<file path="config.mk">
export PLATFORM = sky130hd
export DESIGN_NAME = form_chunk_window_indexer
export DESIGN_NICKNAME = d
export VERILOG_FILES = /design/src/rtl/core/fcwi_pkg.sv /design/src/rtl/core/fcwi_front.sv /design/src/rtl/core/fcwi_queue.sv /design/src/rtl/core/fcwi_back.sv /design/src/rtl/core/form_chunk_window_indexer.sv
export SDC_FILE = /design/constraint.sdc
export NUM_CORES = 2
export LEC_CHECK = 0
export BUFFER_PORTS_ARGS = -buffer_cell sky130_fd_sc_hd__buf_2
export CAP_MARGIN = 40
export CELL_PAD_IN_SITES_DETAIL_PLACEMENT = 0
export CELL_PAD_IN_SITES_GLOBAL_PLACEMENT = 2
export CORE_MARGIN = 2
export CORE_UTILIZATION = 48
export CTS_CLUSTER_DIAMETER = 50
export DETAILED_ROUTE_END_ITERATION = 6
export GPL_TIMING_DRIVEN = 0
export PLACE_DENSITY_LB_ADDON = 0.1
export SLEW_MARGIN = 20
export SYNTH_ARGS = -nofsm -noshare
export SYNTH_HDL_FRONTEND = slang
export SYNTH_SLANG_ARGS = --single-unit
export TNS_END_PERCENT = 50
</file>
<file path="constraint.sdc">
create_clock -name clk -period 13 [get_ports clk]
set_clock_uncertainty 0.05 [all_clocks]
set_input_delay 0.65 -clock clk [delete_from_list [all_inputs] [get_ports clk]]
set_output_delay 0.65 -clock clk [all_outputs]
set_load 0.1 [all_outputs]
</file>
<file path="src/rtl/core/fcwi_pkg.sv">
// Shared types and constants for the FORM chunk window indexer.
package fcwi_pkg;

    localparam int MAX_CHUNKS_DEFAULT   = 64;
    localparam int OFFSET_WIDTH_DEFAULT = 32;

    localparam int QUEUE_DEPTH = 4;

    localparam logic [31:0] WINDOW_LIMIT_RESET = 32'd4194304;

    localparam logic [7:0] CHAR_F = 8'h46;
    localparam logic [7:0] CHAR_O = 8'h4F;
    localparam logic [7:0] CHAR_R = 8'h52;
    localparam logic [7:0] CHAR_M = 8'h4D;

    localparam int HDR_LEN = 8;

    typedef enum logic [2:0] {
        KIND_CHUNK     = 3'd0,
        KIND_WINDOW    = 3'd1,
        KIND_DONE      = 3'd2,
        KIND_BAD_MAGIC = 3'd3,
        KIND_SHORT     = 3'd4
    } kind_t;

    // Record mask bit positions, in emission order
    localparam int REC_WIN_CLOSE = 0;
    localparam int REC_CHUNK     = 1;
    localparam int REC_FINAL_WIN = 2;
    localparam int REC_TERMINAL  = 3;

    typedef struct packed {
        logic [7:0] data_byte;
        logic       end_of_file;
    } in_item_t;

    typedef struct packed {
        kind_t        kind;
        logic [31:0]  tag;
        logic [31:0]  start_offset;
        logic [32:0]  length;
        logic [5:0]   item_index;
        logic [5:0]   related_index;
        logic [6:0]   count;
        logic [6:0]   window_total;
        logic         last;
    } out_item_t;

    // Everything one input byte produces, expanded into records by the back end
    typedef struct packed {
        logic [3:0]   rec_mask;
        kind_t        term_kind;
        logic [31:0]  a_offset;
        logic [32:0]  a_len;
        logic [5:0]   a_index;
        logic [5:0]   a_first;
        logic [6:0]   a_count;
        logic [31:0]  c_tag;
        logic [31:0]  c_offset;
        logic [31:0]  c_size;
        logic [5:0]   c_index;
        logic [5:0]   c_window;
        logic [31:0]  f_offset;
        logic [32:0]  f_len;
        logic [5:0]   f_index;
        logic [5:0]   f_first;
        logic [6:0]   f_count;
        logic [6:0]   t_chunks;
        logic [6:0]   t_windows;
    } event_t;

endpackage

</file>
<file path="src/rtl/core/fcwi_front.sv">
// Front end: byte parser, chunk walker and window packer; emits an event per chunk or file end.
module fcwi_front #(
    parameter int MAX_CHUNKS   = fcwi_pkg::MAX_CHUNKS_DEFAULT,
    parameter int OFFSET_WIDTH = fcwi_pkg::OFFSET_WIDTH_DEFAULT
) (
    input  logic               clk,
    input  logic               rst_n,
    input  logic               byte_valid,
    output logic               byte_ready,
    input  fcwi_pkg::in_item_t byte_item,
    input  logic               cfg_valid,
    input  logic [31:0]        cfg_data,
    input  logic               ev_full,
    output logic               ev_push,
    output fcwi_pkg::event_t   ev
);

    localparam int CW = $clog2(MAX_CHUNKS + 1);
    localparam int OW = OFFSET_WIDTH;

    typedef enum logic [4:0] {
        PH_FILE_HDR  = 5'b00001,
        PH_CHUNK_HDR = 5'b00010,
        PH_SKIP      = 5'b00100,
        PH_IGNORE    = 5'b01000,
        PH_BAD_MAGIC = 5'b10000
    } phase_t;

    phase_t         phase_reg, phase_next;
    logic [2:0]     hc_reg, hc_next;
    logic [55:0]    hs_reg, hs_next;
    logic [OW-1:0]  pos_reg, pos_next;
    logic [31:0]    skip_reg, skip_next;
    logic [CW-1:0]  cc_reg, cc_next;
    logic [CW-1:0]  wc_reg, wc_next;
    logic [32:0]    wb_reg, wb_next;
    logic [CW-1:0]  wfc_reg, wfc_next;
    logic [OW-1:0]  wfo_reg, wfo_next;
    logic [OW-1:0]  cs_reg, cs_next;
    logic [31:0]    limit_reg;

    logic           take;
    logic           eof;
    logic [7:0]     b;
    logic           chunk_fire;
    logic           close_a;
    logic           fin;
    logic [31:0]    size;
    logic [32:0]    total;
    logic [33:0]    sum;
    logic [OW-1:0]  cs_eff;
    logic [2:0]     hc_after;
    logic [31:0]    skip_after;
    logic [CW-1:0]  cc_after, wc_after, wfc_after;
    logic [32:0]    wb_after;
    logic [OW-1:0]  wfo_after;
    phase_t         phase_after;
    fcwi_pkg::kind_t term_kind;

    assign byte_ready = !ev_full;
    assign take       = byte_valid && byte_ready;
    assign eof        = byte_item.end_of_file;
    assign b          = byte_item.data_byte;

    assign size  = {b, hs_reg[55:32]};
    assign total = 33'(size) + 33'(fcwi_pkg::HDR_LEN);
    assign sum   = 34'(wb_reg) + 34'(total);

    always_comb
    begin
        phase_after = phase_reg;
        hc_after    = hc_reg;
        hs_next     = hs_reg;
        skip_after  = skip_reg;
        cs_eff      = cs_reg;
        chunk_fire  = 1'b0;
        close_a     = 1'b0;
        cc_after    = cc_reg;
        wc_after    = wc_reg;
        wb_after    = wb_reg;
        wfc_after   = wfc_reg;
        wfo_after   = wfo_reg;

        unique case (phase_reg)
            PH_FILE_HDR:
            begin
                for (int i = 0; i < 7; i++)
                begin
                    if (hc_reg == 3'(i))
                        hs_next[i*8 +: 8] = b;
                end
                if (hc_reg == 3'd7)
                begin
                    hc_after = 3'd0;
                    if (hs_reg[31:0] == {fcwi_pkg::CHAR_M, fcwi_pkg::CHAR_R,
                                         fcwi_pkg::CHAR_O, fcwi_pkg::CHAR_F})
                        phase_after = PH_CHUNK_HDR;
                    else
                        phase_after = PH_BAD_MAGIC;
                end
                else
                begin
                    hc_after = hc_reg + 3'd1;
                end
            end
            PH_CHUNK_HDR:
            begin
                if (hc_reg == 3'd0)
                    cs_eff = pos_reg;
                for (int i = 0; i < 7; i++)
                begin
                    if (hc_reg == 3'(i))
                        hs_next[i*8 +: 8] = b;
                end
                if (hc_reg == 3'd7)
                begin
                    hc_after   = 3'd0;
                    chunk_fire = 1'b1;
                    // a chunk that overflows a nonempty window closes it first
                    close_a    = (wb_reg != 33'd0) && (sum > 34'(limit_reg));
                    cc_after   = cc_reg + CW'(1);
                    if (close_a)
                    begin
                        wc_after  = wc_reg + CW'(1);
                        wfc_after = cc_reg;
                        wfo_after = cs_eff;
                        wb_after  = total;
                    end
                    else
                    begin
                        wb_after  = sum[32:0];
                    end
                    skip_after = size;
                    if (cc_after == CW'(MAX_CHUNKS))
                        phase_after = PH_IGNORE;
                    else if (size != 32'd0)
                        phase_after = PH_SKIP;
                    else
                        phase_after = PH_CHUNK_HDR;
                end
                else
                begin
                    hc_after = hc_reg + 3'd1;
                end
            end
            PH_SKIP:
            begin
                skip_after = skip_reg - 32'd1;
                if (skip_reg == 32'd1)
                    phase_after = PH_CHUNK_HDR;
            end
            PH_IGNORE, PH_BAD_MAGIC:
            begin
            end
            default:
            begin
            end
        endcase
    end

    always_comb
    begin
        fin       = 1'b0;
        term_kind = fcwi_pkg::KIND_DONE;
        if (phase_after == PH_FILE_HDR)
            term_kind = fcwi_pkg::KIND_SHORT;
        else if (phase_after == PH_BAD_MAGIC)
            term_kind = fcwi_pkg::KIND_BAD_MAGIC;
        else
            fin = eof && (cc_after != CW'(0)) && (wb_after != 33'd0);
    end

    always_comb
    begin
        ev                 = '0;
        ev.rec_mask        = '0;
        ev.rec_mask[fcwi_pkg::REC_WIN_CLOSE] = close_a;
        ev.rec_mask[fcwi_pkg::REC_CHUNK]     = chunk_fire;
        ev.rec_mask[fcwi_pkg::REC_FINAL_WIN] = fin;
        ev.rec_mask[fcwi_pkg::REC_TERMINAL]  = eof;
        ev.term_kind       = term_kind;
        ev.a_offset        = 32'(wfo_reg);
        ev.a_len           = wb_reg;
        ev.a_index         = 6'(wc_reg);
        ev.a_first         = 6'(wfc_reg);
        ev.a_count         = 7'(cc_reg - wfc_reg);
        ev.c_tag           = hs_reg[31:0];
        ev.c_offset        = 32'(cs_eff);
        ev.c_size          = size;
        ev.c_index         = 6'(cc_reg);
        ev.c_window        = 6'(wc_after);
        ev.f_offset        = 32'(wfo_after);
        ev.f_len           = wb_after;
        ev.f_index         = 6'(wc_after);
        ev.f_first         = 6'(wfc_after);
        ev.f_count         = 7'(cc_after - wfc_after);
        ev.t_chunks        = 7'(cc_after);
        ev.t_windows       = 7'(wc_after + CW'(fin));
    end

    assign ev_push = take && (chunk_fire || eof);

    always_comb
    begin
        phase_next = phase_after;
        hc_next    = hc_after;
        skip_next  = skip_after;
        pos_next   = pos_reg + OW'(1);
        cc_next    = cc_after;
        wc_next    = wc_after;
        wb_next    = wb_after;
        wfc_next   = wfc_after;
        wfo_next   = wfo_after;
        cs_next    = cs_eff;
        // end of file returns every counter to its start value
        if (eof)
        begin
            phase_next = PH_FILE_HDR;
            hc_next    = 3'd0;
            pos_next   = '0;
            skip_next  = '0;
            cc_next    = '0;
            wc_next    = '0;
            wb_next    = '0;
            wfc_next   = '0;
            wfo_next   = OW'(fcwi_pkg::HDR_LEN);
            cs_next    = OW'(fcwi_pkg::HDR_LEN);
        end
    end

    always_ff @(posedge clk or negedge rst_n)
    begin
        if (!rst_n)
        begin
            phase_reg <= PH_FILE_HDR;
            hc_reg    <= '0;
            pos_reg   <= '0;
            skip_reg  <= '0;
            cc_reg    <= '0;
            wc_reg    <= '0;
            wb_reg    <= '0;
            wfc_reg   <= '0;
            wfo_reg   <= OW'(fcwi_pkg::HDR_LEN);
            cs_reg    <= OW'(fcwi_pkg::HDR_LEN);
            limit_reg <= fcwi_pkg::WINDOW_LIMIT_RESET;
        end
        else
        begin
            if (take)
            begin
                phase_reg <= phase_next;
                hc_reg    <= hc_next;
                pos_reg   <= pos_next;
                skip_reg  <= skip_next;
                cc_reg    <= cc_next;
                wc_reg    <= wc_next;
                wb_reg    <= wb_next;
                wfc_reg   <= wfc_next;
                wfo_reg   <= wfo_next;
                cs_reg    <= cs_next;
            end
            if (cfg_valid)
                limit_reg <= cfg_data;
        end
    end

    always_ff @(posedge clk)
    begin
        if (take)
            hs_reg <= hs_next;
    end

endmodule

</file>
<file path="src/rtl/core/fcwi_queue.sv">
// Event queue between the parser and the record expander.
module fcwi_queue (
    input  logic             clk,
    input  logic             rst_n,
    input  logic             push,
    input  fcwi_pkg::event_t push_data,
    output logic             full,
    input  logic             pop,
    output logic             empty,
    output fcwi_pkg::event_t head
);

    localparam int DEPTH = fcwi_pkg::QUEUE_DEPTH;
    localparam int PW    = $clog2(DEPTH);
    localparam int NW    = $clog2(DEPTH + 1);

    fcwi_pkg::event_t entry_reg [DEPTH];
    logic [PW-1:0]    wr_reg, rd_reg;
    logic [NW-1:0]    num_reg;
    logic             do_push, do_pop;

    assign full    = (num_reg == NW'(DEPTH));
    assign empty   = (num_reg == '0);
    assign do_push = push && !full;
    assign do_pop  = pop && !empty;
    assign head    = entry_reg[rd_reg];

    always_ff @(posedge clk or negedge rst_n)
    begin
        if (!rst_n)
        begin
            wr_reg  <= '0;
            rd_reg  <= '0;
            num_reg <= '0;
        end
        else
        begin
            if (do_push)
                wr_reg <= (wr_reg == PW'(DEPTH - 1)) ? '0 : wr_reg + PW'(1);
            if (do_pop)
                rd_reg <= (rd_reg == PW'(DEPTH - 1)) ? '0 : rd_reg + PW'(1);
            if (do_push && !do_pop)
                num_reg <= num_reg + NW'(1);
            else if (do_pop && !do_push)
                num_reg <= num_reg - NW'(1);
        end
    end

    always_ff @(posedge clk)
    begin
        if (do_push)
            entry_reg[wr_reg] <= push_data;
    end

endmodule

</file>
<file path="src/rtl/core/fcwi_back.sv">
// Back end: expands each event into its records, one beat per cycle while rec_ready allows.
module fcwi_back (
    input  logic                clk,
    input  logic                rst_n,
    input  logic                q_empty,
    input  fcwi_pkg::event_t    q_head,
    output logic                q_pop,
    output logic                rec_valid,
    input  logic                rec_ready,
    output fcwi_pkg::out_item_t rec_item
);

    fcwi_pkg::event_t    cur_reg;
    logic [3:0]          pend_reg, pend_next;
    logic                out_valid_reg, out_valid_next;
    fcwi_pkg::out_item_t out_reg;
    fcwi_pkg::out_item_t rec;
    logic [3:0]          rest;
    logic                adv;
    logic                load;

    assign adv  = (pend_reg != 4'd0) && (!out_valid_reg || rec_ready);
    assign rest = pend_reg & (pend_reg - 4'd1);
    assign load = ((pend_reg == 4'd0) || (adv && rest == 4'd0)) && !q_empty;
    assign q_pop = load;

    always_comb
    begin
        rec       = '0;
        rec.kind  = fcwi_pkg::KIND_CHUNK;
        rec.last  = (rest == 4'd0);
        priority if (pend_reg[fcwi_pkg::REC_WIN_CLOSE])
        begin
            rec.kind          = fcwi_pkg::KIND_WINDOW;
            rec.start_offset  = cur_reg.a_offset;
            rec.length        = cur_reg.a_len;
            rec.item_index    = cur_reg.a_index;
            rec.related_index = cur_reg.a_first;
            rec.count         = cur_reg.a_count;
        end
        else if (pend_reg[fcwi_pkg::REC_CHUNK])
        begin
            rec.kind          = fcwi_pkg::KIND_CHUNK;
            rec.tag           = cur_reg.c_tag;
            rec.start_offset  = cur_reg.c_offset;
            rec.length        = {1'b0, cur_reg.c_size};
            rec.item_index    = cur_reg.c_index;
            rec.related_index = cur_reg.c_window;
        end
        else if (pend_reg[fcwi_pkg::REC_FINAL_WIN])
        begin
            rec.kind          = fcwi_pkg::KIND_WINDOW;
            rec.start_offset  = cur_reg.f_offset;
            rec.length        = cur_reg.f_len;
            rec.item_index    = cur_reg.f_index;
            rec.related_index = cur_reg.f_first;
            rec.count         = cur_reg.f_count;
        end
        else
        begin
            rec.kind = cur_reg.term_kind;
            if (cur_reg.term_kind == fcwi_pkg::KIND_DONE)
            begin
                rec.count        = cur_reg.t_chunks;
                rec.window_total = cur_reg.t_windows;
            end
        end
    end

    always_comb
    begin
        pend_next = pend_reg;
        if (load)
            pend_next = q_head.rec_mask;
        else if (adv)
            pend_next = rest;

        out_valid_next = out_valid_reg;
        if (adv)
            out_valid_next = 1'b1;
        else if (rec_ready)
            out_valid_next = 1'b0;
    end

    always_ff @(posedge clk or negedge rst_n)
    begin
        if (!rst_n)
        begin
            pend_reg      <= '0;
            out_valid_reg <= 1'b0;
        end
        else
        begin
            pend_reg      <= pend_next;
            out_valid_reg <= out_valid_next;
        end
    end

    always_ff @(posedge clk)
    begin
        if (load)
            cur_reg <= q_head;
        if (adv)
            out_reg <= rec;
    end

    assign rec_valid = out_valid_reg;
    assign rec_item  = out_reg;

endmodule

</file>
<file path="src/rtl/core/form_chunk_window_indexer.sv">
// Top level of the FORM chunk window indexer.
//
//  channel  direction  handshake              beat payload
//  byte     in         byte_valid/byte_ready  in_item_t: data_byte, end_of_file
//  rec      out        rec_valid/rec_ready    out_item_t: one chunk/window/summary record
//  cfg      in         cfg_valid/cfg_ready    window_limit, 32 bits
//
// One byte beat per cycle; header bytes complete in the cycle they arrive.
// A byte yields zero to four records, drained one per cycle while rec_ready is high
// from a four-event queue into a registered output stage; records follow only the
// eighth byte of a chunk header or the end-of-file byte.
// Reset is asynchronous, active low; no clearing pass is needed.
// byte_ready drops only while the event queue is full.
module form_chunk_window_indexer #(
    parameter int MAX_CHUNKS   = fcwi_pkg::MAX_CHUNKS_DEFAULT,
    parameter int OFFSET_WIDTH = fcwi_pkg::OFFSET_WIDTH_DEFAULT
) (
    input  logic                clk,
    input  logic                rst_n,
    input  logic                byte_valid,
    output logic                byte_ready,
    input  fcwi_pkg::in_item_t  byte_item,
    output logic                rec_valid,
    input  logic                rec_ready,
    output fcwi_pkg::out_item_t rec_item,
    input  logic                cfg_valid,
    output logic                cfg_ready,
    input  logic [31:0]         cfg_data
);

    fcwi_pkg::event_t ev;
    fcwi_pkg::event_t q_head;
    logic             ev_push;
    logic             q_full;
    logic             q_empty;
    logic             q_pop;

    assign cfg_ready = 1'b1;

    fcwi_front #(
        .MAX_CHUNKS   (MAX_CHUNKS),
        .OFFSET_WIDTH (OFFSET_WIDTH)
    ) u_front (
        .clk        (clk),
        .rst_n      (rst_n),
        .byte_valid (byte_valid),
        .byte_ready (byte_ready),
        .byte_item  (byte_item),
        .cfg_valid  (cfg_valid),
        .cfg_data   (cfg_data),
        .ev_full    (q_full),
        .ev_push    (ev_push),
        .ev         (ev)
    );

    fcwi_queue u_queue (
        .clk       (clk),
        .rst_n     (rst_n),
        .push      (ev_push),
        .push_data (ev),
        .full      (q_full),
        .pop       (q_pop),
        .empty     (q_empty),
        .head      (q_head)
    );

    fcwi_back u_back (
        .clk       (clk),
        .rst_n     (rst_n),
        .q_empty   (q_empty),
        .q_head    (q_head),
        .q_pop     (q_pop),
        .rec_valid (rec_valid),
        .rec_ready (rec_ready),
        .rec_item  (rec_item)
    );

endmodule

</file>
After elaboration in Yosys (flattened, before gate mapping). Memory sizes are Yosys's and may differ from the RTL's. Index checks and enable logic that the tools add are counted.

Order comparisons: 1. Reduce and logical (&&, ||, !) cells: 47. Equal/unequal tests: 20. Bitwise gates (word level): 3. Muxes and demuxes: 64. $add $sub $neg: 15.

Operator list (count): $mux 32 (10); $mux 77 (2); $mux 33 (4); $mux 7 (13); $mux 84 (1); $reduce_bool 33->1 (2); $pmux 32 s2 (1); $add 33x33->34 (1); $gt 34x32->1 (1); $add 32x4->33 const B (1); $add 32x1->32 const B (1); $eq 32x1->1 const B (1); $eq 32x31->1 const B (1); $reduce_bool 32->1 (1); $sub 32x1->32 const B (1); $mux 5 (6); $mux 14 (2); $reduce_and 3->1 (8); $mux 3 (7); $eq 3x3->1 const B (5); $pmux 5 s3 (1); $add 7x1->7 const B (2); $sub 7x7->7 (2); $mux 1 (13); 31 further kinds (63).

RAM bits: 1188. Memories: 1. Register bits: 710. Word-level logic and storage cells: 202.

Memories: u_queue.entry_reg (words 4, width 297, read ports 1, clocked after memory_dff 0, wr ports 1, line fcwi_queue.sv:17) `fcwi_pkg::event_t entry_reg [DEPTH];`.

Longest topological paths before layout.
Word-level depth: 12. Depth in mapped cells: 39. Gate-level depth less buffers: 36.

By module. Synthesis repeated with hierarchy kept, for this count alone.

Cell total of the unflattened synthesis: 4304. Area total of the unflattened synthesis: 75791.4 µm².

By module, submodules not included: fcwi_queue (area each 43239.0 µm², instances 1, cells an instance 1588); fcwi_front (area each 17718.2 µm², instances 1, cells an instance 1924); fcwi_back (area each 14823.0 µm², instances 1, cells an instance 790); form_chunk_window_indexer (area each 11.3 µm², instances 1, cells an instance 2).

Worst setup path after synthesis. OpenSTA, ideal clock, no wires.

Path type: register -> register. Start point: register u_front.phase_reg[3]. End point: memory u_queue.entry_reg[0][0] (netlist bit), enable pin. Buffers on the path: 1. Slack: 3618 ps. Setup time: 690 ps. Required time: 12260 ps. Stages on the path, launching flop included: 9. Arrival time: 8642 ps. Clock period less this slack: 9382 ps. Cell sequence: dfrtp_1 > nor3_1 > nor3b_1 > nand2_2 > inv_1 > buf_1 > nor2_1 > nor2_1 > and2_1.

Cells in the longest elaborated chain, start to end: 7.

RTL lines: from (decl) (line fcwi_front.sv:29) `phase_t phase_reg, phase_next;`; from (signal assigned) (line fcwi_front.sv:251) `phase_reg <= phase_next;`; $eq 5x2->1 (line fcwi_front.sv:84) `unique case (phase_reg)`; $mux 1 (line fcwi_front.sv:84); $logic_or 1x1->1 (line fcwi_front.sv:201) `assign ev_push = take && (chunk_fire || eof);`; $logic_and 1x1->1 (line fcwi_front.sv:201); $logic_and 1x1->1 (line fcwi_queue.sv:24) `assign do_push = push && !full;`; via u_queue.do_push (line fcwi_queue.sv:20) `logic do_push, do_pop;`; $mux 1 (line fcwi_queue.sv:51) `if (do_push)`; $mux 1 (not written as such) (line fcwi_queue.sv:52) `entry_reg[wr_reg] <= push_data;`; to (decl) (line fcwi_queue.sv:17).

The timed path passes the listed nets, and every way through them passes these cells.

==> out/metrics.yaml <==
maxCapViolations: 0
final_core_utilization: 0.562
relSlewSlack: 0.300
vias_per_cell: 5.75
drc: 4
synthCells: 4224
preCtsSetupSlack_ns: 1.68
syn-mean-instance-area_sq_um: 17.5
sequential_cell_area_fraction_in_the_yosys_report: 0.743
timing.setup.critical_path_class: "reg2reg"
std_cell_core_area_sq_um: 154000
clk_path_buf_depth: 3
cpLargestDelayFamily: "compound AO/OA/AOI/OAI gates"
grt_pass1_wl_um: 271000
detailedRoute.firstPassIterationCount: 7
crit_arrival_ns: 11.86
path_category_of_the_worst_min_delay_check: "in2reg"
dpl.cell_count: 6546
hold_path_startpoint: "cfg_valid"
final.setup.worst_slack_ns: 1.66
areaGrowthSynthToFinish_pct: 16.6
hold_violations: 0
cts_post_setup_buffers_inserted: 0
drtIter0Drc: 3732
final.min_clock_period_ns: 11.34
largest_reg_flops: 1164
slowest_delay_ns: 0.86
grt_antenna_before_repair: 19
grt_overflow_total: 0
totalWireLength_um: 186000
vias: 40000
cts.root.buffer_cell: "sky130_fd_sc_hd__clkbuf_16"
worst_r2r_startpoint: "u_front.hs_reg[35]$_DFFE_PP_"
cts.htree.levels: 4
setup_viol: 0
grt_resource_usage_total: 0.238
grt_max_degree: 82
die_area_sq_um: 157000
clock_tree_from_tritoncts: "yes"
clock_sink_count: 1868
main_flop_type_after_synthesis: "sky130_fd_sc_hd__edfxtp_1"
max_freq_mhz: 88.2
floorplan.initialDensity: 0.482
clkSlewWorstSetupHoldPaths_ns: 0.06
tritoncts.num_buffers: 198
place_congestion: 0.848
worstPathBufferInverterCount: 5
violated_checks: "design-rule violations"
port_buffers: 173
antennaDiodeCount: 0
final_nets: 4893
synth_edf_count: 1634
worst_ir_drop_vdd_v: 0.000188
postSynthNetCount: 4374
core.rowCount: 144
yosys_warnings: 0
power.leakage_nw: 30.4
worst-endpoint-required_ns: 13.51
io-pin-count: 176
worstSetupStartpointType: "register"
timing_max_transition_violations_final: 0
setup.worst_path.end_class: "register"
top_fanout_value_on_the_critical_path: 12
worst_margin_pin_slew_ns: 1.05
layout.cells.non_filler: 6960
grt_setup_unrepaired: "false"
filler_cell_count: 12100
worst_skew_pair.late_latency_ns: 0.85
crit_path_top_delay_cell: "sky130_fd_sc_hd__edfxtp_1"
synth_cell_types: 90
ant_nets: 0
drive_above_1_share: 0.199
hpwlAfterDp_um: 126000
layout.cell_area.non_filler_sq_um: 86200
chipWidth_um: 396
synth-async-reset-ratio: 0.125
setup_total_negative_slack_ns: 0
fp.dieH_um: 396
postPlaceCellArea_sq_um: 79200
post_synth_instance_area_sq_um: 73900
number_of_storage_elements_in_the_synthesis_netlist: 1868
power_per_cell_area_nw_per_um2: 225
min_period_over_period: 0.873
first_global_vias: 39600
worst_setup_path_startpoint: "u_front.hs_reg[35]$_DFFE_PP_"
outcome: "complete, but fails checks"
wl_per_cell_um: 26.7
[area by class of cell]
class / instances / area, sq um / share of cell area
sequential: 1868 / 54900 / 0.637
clock inverter: 132 / 1370 / 0.0159
inverter: 114 / 435 / 0.00505
buffer: 203 / 801 / 0.00929
timing repair buffer: 319 / 3050 / 0.0354
tap: 2044 / 2560 / 0.0297
clock buffer: 241 / 5240 / 0.0608
multi-input combinational: 2039 / 17800 / 0.207
[tightest hold or removal path, stage by stage]
cell,delay (ns)
sky130_fd_sc_hd__clkbuf_1,0.17
sky130_fd_sc_hd__nand2_1,0.09
sky130_fd_sc_hd__o21ai_0,0.07
[path summary, 6_finish.rpt]
check | depth (start not counted) | endpoint | slack [ns]
worst max-delay path | 37 | u_queue.entry_reg[0][6]$_DFFE_PP_ | 1.66
worst min-delay path | 3 | u_front.limit_reg[31]$_DFFE_PN0P_ | 0.15
worst max register to register | 37 | u_queue.entry_reg[0][6]$_DFFE_PP_ | 1.66
worst min register to register | 2 | u_front.skip_reg[16]$_DFFE_PN0P_ | 0.47
max in group asynchronous | 4 | u_front.wc_reg[5]$_DFFE_PN0P_ | 11.41
min in group asynchronous | 2 | u_front.wfo_reg[7]$_DFFE_PN0P_ | 0.24
[cell families after synthesis]
| logic type | share of synthesized area |
|---|---|
| AOI/OAI and AO/OA | 0.0613 |
| and+or+nand+nor | 0.0486 |
| muxes | 0.0993 |
| buffers and inverters | 0.0163 |
| adders and majority gates | 0.0181 |
| DFF | 0.743 |
| xor gates and xnor gates | 0.0134 |
| other | 0.0000507 |
[layer usage]
| layer | wire, um | vias to the layer above | global-route usage |
|---|---|---|---|
| met2 | 88000 | 1298 | 0.374 |
| li1 | - | 17800 | - |
| met3 | 11600 | 242 | 0.0413 |
| met4 | 3560 | 4 | 0.0534 |
| met5 | 27 | - | 0 |
| met1 | 82900 | 20700 | 0.350 |
[per-stage QoR]
step | hold WS (ns) | total power [mW]
floorplan | 0.304 | 12.4
global placement | 0.430 | 14.0
detailed placement | 0.449 | 14.0
CTS | 0.107 | 19.6
global route | 0.173 | 20.2
finish | 0.155 | 19.4
[placed cells by master (no fill, tap or decap), types with 34 or more instances in the layout]
cell type | Yosys | final
sky130_fd_sc_hd__edfxtp_1 | 1634 | 1634
sky130_fd_sc_hd__mux4_2 | 291 | 291
sky130_fd_sc_hd__o21ai_0 | 279 | 277
sky130_fd_sc_hd__nand2_1 | 271 | 271
sky130_fd_sc_hd__dfrtp_1 | 230 | 230
sky130_fd_sc_hd__clkbuf_16 | 0 | 199
sky130_fd_sc_hd__buf_2 | 3 | 190
sky130_fd_sc_hd__clkbuf_1 | 142 | 163
sky130_fd_sc_hd__nor2_1 | 163 | 161
sky130_fd_sc_hd__inv_1 | 114 | 113
sky130_fd_sc_hd__a21oi_1 | 104 | 104
sky130_fd_sc_hd__ha_1 | 100 | 100
sky130_fd_sc_hd__a22o_1 | 94 | 94
sky130_fd_sc_hd__a22oi_1 | 80 | 80
sky130_fd_sc_hd__xor2_1 | 59 | 59
sky130_fd_sc_hd__nand3_1 | 55 | 55
sky130_fd_sc_hd__xnor2_1 | 54 | 54
sky130_fd_sc_hd__and2_1 | 56 | 52
sky130_fd_sc_hd__buf_1 | 55 | 49
sky130_fd_sc_hd__nor3_1 | 46 | 46
sky130_fd_sc_hd__buf_6 | 1 | 42
sky130_fd_sc_hd__mux2i_1 | 38 | 38
sky130_fd_sc_hd__mux2_2 | 36 | 36
sky130_fd_sc_hd__clkinv_2 | 0 | 36
sky130_fd_sc_hd__nand4_1 | 35 | 35
sky130_fd_sc_hd__dlygate4sd3_1 | 0 | 34
[where the power goes]
group / total, mW / internal [mW] / switching, mW
combinational: 5.42 / 1.58 / 3.84
clock: 5.59 / 3.20 / 2.39
sequential: 8.41 / 8.08 / 0.334
[timing repair]
item | 4_1_cts | 5_1_grt
resized for setup | 0 | 0
endpoints found under the setup margin | 0 | 0
hold endpoints to repair | 77 | 0
hold buffers | 34 | 0
[cell usage after synthesis (all sizes together) (5+ instances only)]
cell type,count,area [sq um]
ha,100,1250
xor2,59,517
o32ai,5,43.8
nor4,30,200
inv,114,428
a211oi,7,52.6
o31a,6,52.6
a21oi,105,537
a22oi,80,601
nand2,274,1040
mux4,291,6550
o211ai,6,50.1
buf,60,240
or4,7,56.3
a22o,94,823
xnor2,54,473
nand4,36,231
a222oi,8,80.1
a31oi,11,68.8
nor3,46,230
or3,12,75.1
o31ai,9,67.6
a21o,19,143
nor2b,16,100
nor2,165,629
o21ai,286,1430
and2,56,350
mux2i,38,380
mux2,36,405
o22ai,16,100
clkbuf,143,538
edfxtp,1634,49100
nand2b,10,62.6
and3,24,155
dfrtp,230,5760
nand3,55,275
No activity file was read; power rests on OpenSTA's default activity.
